### config.mk
export PLATFORM = sky130hd
export DESIGN_NAME = gcao_div
export DESIGN_NICKNAME = d
export VERILOG_FILES = /design/src/rtl/core/gcao_pkg.sv /design/src/rtl/core/gcao_div.sv
export VERILOG_INCLUDE_DIRS = /design/src /design/src/rtl/core
export SDC_FILE = /design/constraint.sdc
export NUM_CORES = 1
export LEC_CHECK = 0
export ABC_AREA = 1
export BUFFER_PORTS_ARGS = -buffer_cell sky130_fd_sc_hd__buf_2
export CAP_MARGIN = 20
export CORE_MARGIN = 2
export CORE_UTILIZATION = 39
export CTS_CLUSTER_DIAMETER = 100
export DETAILED_ROUTE_END_ITERATION = 8
export PLACE_DENSITY_LB_ADDON = 0.3
export RECOVER_POWER = 50
export SLEW_MARGIN = 25
export SYNTH_ARGS = -nofsm -noshare
export SYNTH_HDL_FRONTEND = slang
export SYNTH_SLANG_ARGS = --single-unit
export TNS_END_PERCENT = 30
### constraint.sdc
create_clock -name clk -period 4.1 [get_ports clk]
set_clock_uncertainty 0.1 [all_clocks]
set_input_delay 0.205 -clock clk [delete_from_list [all_inputs] [get_ports clk]]
set_output_delay 0.205 -clock clk [all_outputs]
set_load 0.005 [all_outputs]
### src/rtl/core/graph_clustering_and_overlap_macros.svh
// assertion macros shared by the graph clustering and overlap rtl
`ifndef GRAPH_CLUSTERING_AND_OVERLAP_MACROS_SVH
`define GRAPH_CLUSTERING_AND_OVERLAP_MACROS_SVH

// condition holds in the same cycle as the trigger
`define GCAO_ASSERT_SAME(label, clk, rst, pre, post) \
  label: assert property (@(posedge clk) disable iff (rst) (pre) |-> (post)) \
    else $error("same-cycle check failed");

// condition holds in the cycle after the trigger
`define GCAO_ASSERT_NEXT(label, clk, rst, pre, post) \
  label: assert property (@(posedge clk) disable iff (rst) (pre) |=> (post)) \
    else $error("next-cycle check failed");

`endif

### src/rtl/core/gcao_pkg.sv
// shared types, constants and helpers for the graph clustering and overlap block
package gcao_pkg;

  localparam int ROW_W         = 64;
  localparam int NODE_W        = 6;
  localparam int CNT_W         = 7;
  localparam int NUM_W         = 11;
  localparam int SUM_W         = NUM_W + 1;
  localparam int DEG_W         = NODE_W + 1;
  localparam int RATIO_W       = 17;
  localparam int FRAC_BITS     = 16;
  localparam int STEP_W        = $clog2(FRAC_BITS);
  localparam int DIGIT_W       = 8;
  localparam int DIGITS        = ROW_W / DIGIT_W;
  localparam int DCNT_W        = $clog2(DIGITS);
  localparam int POP8_W        = 4;
  localparam int ROWCNT_W      = 7;
  localparam int MAX_NODES_DEF = 64;

  localparam logic [CNT_W-1:0]   NODE_COUNT_RST = CNT_W'(64);
  localparam logic [RATIO_W-1:0] Q_ONE          = RATIO_W'(65536);

  localparam logic [1:0] ACT_LOAD    = 2'd0;
  localparam logic [1:0] ACT_CLUSTER = 2'd1;
  localparam logic [1:0] ACT_OVERLAP = 2'd2;

  typedef enum logic [3:0] {
    ST_IDLE,
    ST_CL_ROW,
    ST_CL_WALK,
    ST_CL_DRAIN,
    ST_CL_FIN,
    ST_OV_ROWA,
    ST_OV_ROWB,
    ST_OV_COUNT,
    ST_DIV_GO,
    ST_DIV,
    ST_DONE
  } state_t;

  typedef struct packed {
    logic             start;
    logic [NUM_W-1:0] num;
    logic [NUM_W-1:0] den;
  } div_req_t;

  typedef struct packed {
    logic               done;
    logic [RATIO_W-1:0] quo;
  } div_rsp_t;

  function automatic logic [POP8_W-1:0] pop8(input logic [DIGIT_W-1:0] d);
    logic [POP8_W-1:0] c;
    c = '0;
    for (int i = 0; i < DIGIT_W; i++) begin
      c = c + POP8_W'(d[i]);
    end
    return c;
  endfunction

endpackage

### src/rtl/core/gcao_div.sv
// bit-serial restoring divider giving a saturated q1.16 ratio
`include "graph_clustering_and_overlap_macros.svh"

module gcao_div (
  input  logic               clk,
  input  logic               rst,
  input  gcao_pkg::div_req_t req,
  output gcao_pkg::div_rsp_t rsp
);
  import gcao_pkg::*;

  logic                 busy;
  logic [NUM_W:0]       rem;
  logic [NUM_W-1:0]     dvs;
  logic [FRAC_BITS-1:0] q;
  logic [STEP_W-1:0]    step;
  logic [NUM_W:0]       rem_sh;
  logic [NUM_W:0]       rem_next;
  logic [FRAC_BITS-1:0] q_next;

  always_comb begin
    rem_sh = {rem[NUM_W-1:0], 1'b0};
    if (rem_sh >= {1'b0, dvs}) begin
      rem_next = rem_sh - {1'b0, dvs};
      q_next   = {q[FRAC_BITS-2:0], 1'b1};
    end else begin
      rem_next = rem_sh;
      q_next   = {q[FRAC_BITS-2:0], 1'b0};
    end
  end

  always_ff @(posedge clk) begin
    if (rst) begin
      busy     <= 1'b0;
      rsp.done <= 1'b0;
    end else begin
      rsp.done <= 1'b0;
      if (req.start) begin
        dvs <= req.den;
        if (req.den == '0) begin
          rsp.quo  <= '0;
          rsp.done <= 1'b1;
        end else if (req.num >= req.den) begin
          rsp.quo  <= Q_ONE;
          rsp.done <= 1'b1;
        end else begin
          rem  <= {1'b0, req.num};
          q    <= '0;
          step <= '0;
          busy <= 1'b1;
        end
      end else if (busy) begin
        rem  <= rem_next;
        q    <= q_next;
        step <= step + STEP_W'(1);
        if (step == STEP_W'(FRAC_BITS - 1)) begin
          busy     <= 1'b0;
          rsp.done <= 1'b1;
          rsp.quo  <= {1'b0, q_next};
        end
      end
    end
  end

  `GCAO_ASSERT_SAME(a_start_idle, clk, rst, req.start, !busy)
  `GCAO_ASSERT_SAME(a_quo_range, clk, rst, rsp.done, rsp.quo <= Q_ONE)
  `GCAO_ASSERT_NEXT(a_zero_den, clk, rst, req.start && req.den == '0, rsp.done && rsp.quo == '0)
  `GCAO_ASSERT_SAME(a_rem_below, clk, rst, busy, rem < {1'b0, dvs})

endmodule

# Yosys cells after proc, flatten, opt, wreduce, memory -nomap -nowiden
# Index checks and enable logic that the tools add are counted.
[op_classes]
n_addsub = 2
order_cmp = 2
n_eq_ne = 4
mux = 24
bitwise_logic = 1
reduce_logical = 7
[ops]
columns = ["cell", "n"]
rows = [
  ["$mux 18", 5],
  ["$mux 15", 4],
  ["$mux 11", 5],
  ["$mux 4", 4],
  ["$ge 12x11->1", 1],
  ["$ge 11x11->1", 1],
  ["$logic_not 11->1", 1],
  ["$sub 11x11->11", 1],
  ["$reduce_and 4->1", 2],
  ["$mux 1", 6],
  ["$add 4x1->4 const B", 1],
  ["$eq 4x4->1 const B", 1],
  ["$ne 2x2->1 const B", 2],
  ["$reduce_and 2->1", 2],
  ["$reduce_bool 2->1", 2],
  ["$ne 3x1->1 const B", 1],
  ["$not 1->1", 1],
]
[totals]
reg_bits = 60
in_bits = 25
output_inout_bits = 18
word_cells = 47

# Longest topological paths before layout
[logic_depth]
depth_word = 5
ltp_mapped = 14
ltp_nobuf = 13

# Worst setup path after synthesis
# No wires, ideal clock.
[synth_timing]
path_type = "input to register"
start = "input req[10] (netlist name)"
end = "register q[0] (enable)"
setup_time_ps = 427
arrival_ps = 2570
t_required_ps = 3573
slack_ps = 1003
cell_stages = 9
path_buffers = 0
path_cell_list = "inv_1 ha_1 nand2_1 inv_1 a21oi_1 nand2_1 nor2_1 nand3_1 a21oi_1"
[synth_via]
elab_chain_len = 3
word_cells_on_any_way = 5
cone_classes = "order compare: 1; eq/ne: 2; reduce/logical: 2"
[synth_rtl]
columns = ["item", "line", "rtl"]
rows = [
  ["start, declared", "gcao_div.sv:7", "input gcao_pkg::div_req_t req,"],
  ["$ge 11x11->1 / $logic_not 11->1 (equally long branches)", "gcao_div.sv:43, gcao_div.sv:40", ""],
  ["$ne 2x2->1 (no line)", "--", ""],
  ["$reduce_and 4->1 (no line) (*)", "--", ""],
  ["end signal, assigned", "gcao_div.sv:54", "q <= q_next;"],
  ["end, declared", "gcao_div.sv:15", "logic [FRAC_BITS-1:0] q;"],
]
# Every way passes the cells marked *; elsewhere a longest branch is shown, timed or not.
# A chain may end at the register's enable or synchronous reset.

# Final worst setup path
[layout_timing]
start = "input req[10] (netlist name)"
end = "register step[0] (enable)"
[layout_via]
elab_chain_len = 3
word_cells_on_any_way = 5
cone_classes = "order compare: 1; eq/ne: 2; reduce/logical: 2"
[layout_rtl]
columns = ["item", "line", "rtl"]
rows = [
  ["$ge 11x11->1 / $logic_not 11->1 (equally long branches)", "gcao_div.sv:43, gcao_div.sv:40", ""],
  ["$ne 2x2->1 (no line)", "--", ""],
  ["$reduce_and 4->1 (no line) (*)", "--", ""],
  ["end signal, assigned", "gcao_div.sv:55", "step <= step + STEP_W'(1);"],
  ["end, declared", "gcao_div.sv:16", "logic [STEP_W-1:0] step;"],
]
# Marked as above.

==> impl_metrics.ini <==
[status]
status = completed

[layout]
fin_util = 0.470
nNetsFinal = 522
final_cells = 586
syn2layout_area_growth_pct = 16.6
nFillCells = 848
antenna_cells = 0
drive_gt1_frac = 0.113
final_area_sq_um = 4100

[worst_setup_path]
path_cells = dlygate4sd3_1 -> clkbuf_1 -> inv_1 -> ha_1 -> nand2_1 -> inv_1 -> a21oi_1 -> nand2_1 -> nor2_1 -> nand3_1 -> a21oi_2 -> buf_4
critPathCaptureType = flip-flop
worstPathMaxFanout = 19
worst_setup_path_start_kind = input pin
critPathMaxStageDelay_ps = 560
slowest_stage = a21oi_2
worst-setup-path-type = input pin to flip-flop
cp.required_ps = 4010
cp.arrival_ps = 2890

[floorplan]
dieArea_sq_um = 9790
initial_core_util = 0.403
core_sq_um = 8720
top_level_ports = 43
die_w_microns = 98.9
die_h_microns = 98.9
row_count = 34

[clocking]
cts_root_buf = clkbuf_8
clock-sinks = 60
cts_inserted_buffers = 9
cts_tree = done
cts_max_path_buffers = 2
htreeDepth = 3
clkSlewWorstSetupHoldPaths_ps = 60
clk_latency_ps = 320

[drt]
drt-vias-per-instance = 4.70
wl_per_cell_microns = 12.9
ant_nets = 0
drc_errors = 0
firstDrtPassIters = 4
vias = 2753
routed-wl-met3_microns = 298
top_layer = met4
wl_met1_microns = 3470
wl_met2_microns = 3640
wl_microns = 7530
drt_iter0_drc = 154

[logic_synthesis]
yosys.area.top_type = edfxtp_1
synth_seq_cells = 60
yosysMostFrequentCell = nand2_1
syn-instance-count = 413
async_reset_ff_frac = 0
seq_area_frac_synth = 0.507
synth.area.top_cells = edfxtp_1 (50%), nand2_1 (12%), inv_1 (8.9%)
synth-edff-count = 58
syn_area_sq_um = 3520
avgSynthCellArea_sq_um = 8.51
synth_top_area_share = 0.495
synthTopCellsByCount = nand2_1 (113), inv_1 (83), edfxtp_1 (58), nor2_1 (54)
synth_ff_type = edfxtp_1
synth.distinct_cells = 31
synthesis.nets = 462
yosys_warnings = 0

[sta]
worst_slew_pin_slew_ps = 1320
min_period_over_period = 0.727
timing.fmax_mhz = 336
drv_slew = 0
maxSlewHeadroom = 0.122
timing.hold.ws_ps = 78.5
setup_viol = 0
fin_crit_ps = 2980
setup-tns-final_ps = 0
rsz0062_at_grt = no
hold_violations = 0
timing.final.ws_setup_ps = 1120

[placed_design]
hpwl_microns = 5810
gp_congestion = 0.887
dp_cells = 559
io_buffers = 42
post_dp_cell_area_sq_um = 3850
place_ws_ps = 1360

[global_route]
grt_first_pass_wirelength_microns = 12700
grt_overflow = 0
grt_start_max_net_pins = 31
grt_usage = 0.164
grt_antenna_before_repair = 0
first_global_vias = 2726

[pwr]
p_leak_nw = 2.00
total_power_mw = 1.48
vdd_drop_max_mv = 0.321
p_per_area_nw_per_um2 = 362

[min_path]
hold_path_class = input pin to flip-flop

[flow_run]
maxCapViolations = 0
==> kinds of logic after synthesis <==
family	after synthesis	synth area share
simple gates	219	0.275
fa+ha+maj	24	0.0875
buf+inv	92	0.101
xor+xnor	3	0.00747
flops	60	0.507
compound gates	15	0.0224
==> critical path: cells and delay by family <==
family / cells / cell delay, ps
buffers and inverters: 5 / 1190
AO/OA/AOI/OAI: 2 / 720
AND/OR/NAND/NOR: 4 / 450
adder cells (fa/ha/maj): 1 / 310
==> cell type report <==
| cell class | count | area [sq um] | area share |
|---|---|---|---|
| Sequential cell | 60 | 1780 | 0.435 |
| Multi-Input combinational cell | 261 | 1380 | 0.338 |
| Inverter | 85 | 319 | 0.0778 |
| Timing Repair Buffer | 56 | 314 | 0.0766 |
| Tap cell | 108 | 135 | 0.0330 |
| Clock buffer | 9 | 124 | 0.0302 |
| Clock inverter | 7 | 42.5 | 0.0104 |
==> routing by layer <==
| metal | vias up | GRT usage |
|---|---|---|
| met5 | - | 0 |
| met4 | 0 | 0.0506 |
| met3 | 12 | 0.0319 |
| met2 | 61 | 0.279 |
| met1 | 1251 | 0.211 |
| li1 | 1429 | - |
==> path summary, 6_finish.rpt <==
kind	cells past startpoint	end	slack [ps]	from
setup reg to reg	9	rem[10]$_DFFE_PP_	1770	rem[0]$_DFFE_PP_
setup / recovery	12	step[0]$_SDFFCE_PP0P_	1120	req[10]
hold / removal	3	rem[2]$_DFFE_PP_	80	req[13]
hold reg to reg	2	busy$_SDFFE_PP0P_	430	busy$_SDFFE_PP0P_
==> state kept, by name, summed over array words and instances (netlist names) <==
register  cells
q            15
step          4
rsp          18
rem          11
busy          1
dvs          11
==> layout by cell type (no fill, tap or decap), types with 2 or more instances in the layout <==
cell type      Yosys  routed
buf_2              1      22
buf_4              0       2
nor2_1            54      54
nand2_1          113     113
nand3b_1           3       3
edfxtp_1          58      58
dfxtp_1            2       2
clkinv_1           1       2
a21oi_1           11      10
nand3_2            4       4
clkbuf_1           4      21
dlygate4sd3_1      0      11
o21ai_0            2       2
nor2_4             2       2
xnor2_1            2       2
nand3_1           23      23
clkinvlp_4         0       2
nand2_2            3       3
inv_1             83      83
clkbuf_8           0       9
nand4_1           11      11
ha_1              23      23
clkinv_2           0       3
==> power breakdown <==
group / switching (mW) / total, mW / internal, mW
combinational: 0.193 / 0.302 / 0.109
sequential: 0.0139 / 0.732 / 0.718
clock: 0.234 / 0.449 / 0.216
total: 0.441 / 1.48 / 1.04
==> repair_timing <==
action	4_1_cts	5_1_grt
gates resized for setup	0	0
hold endpoints to repair	10	1
hold buffers	10	1
buffers inserted	0	0
Power figures use the tool's default switching activity.
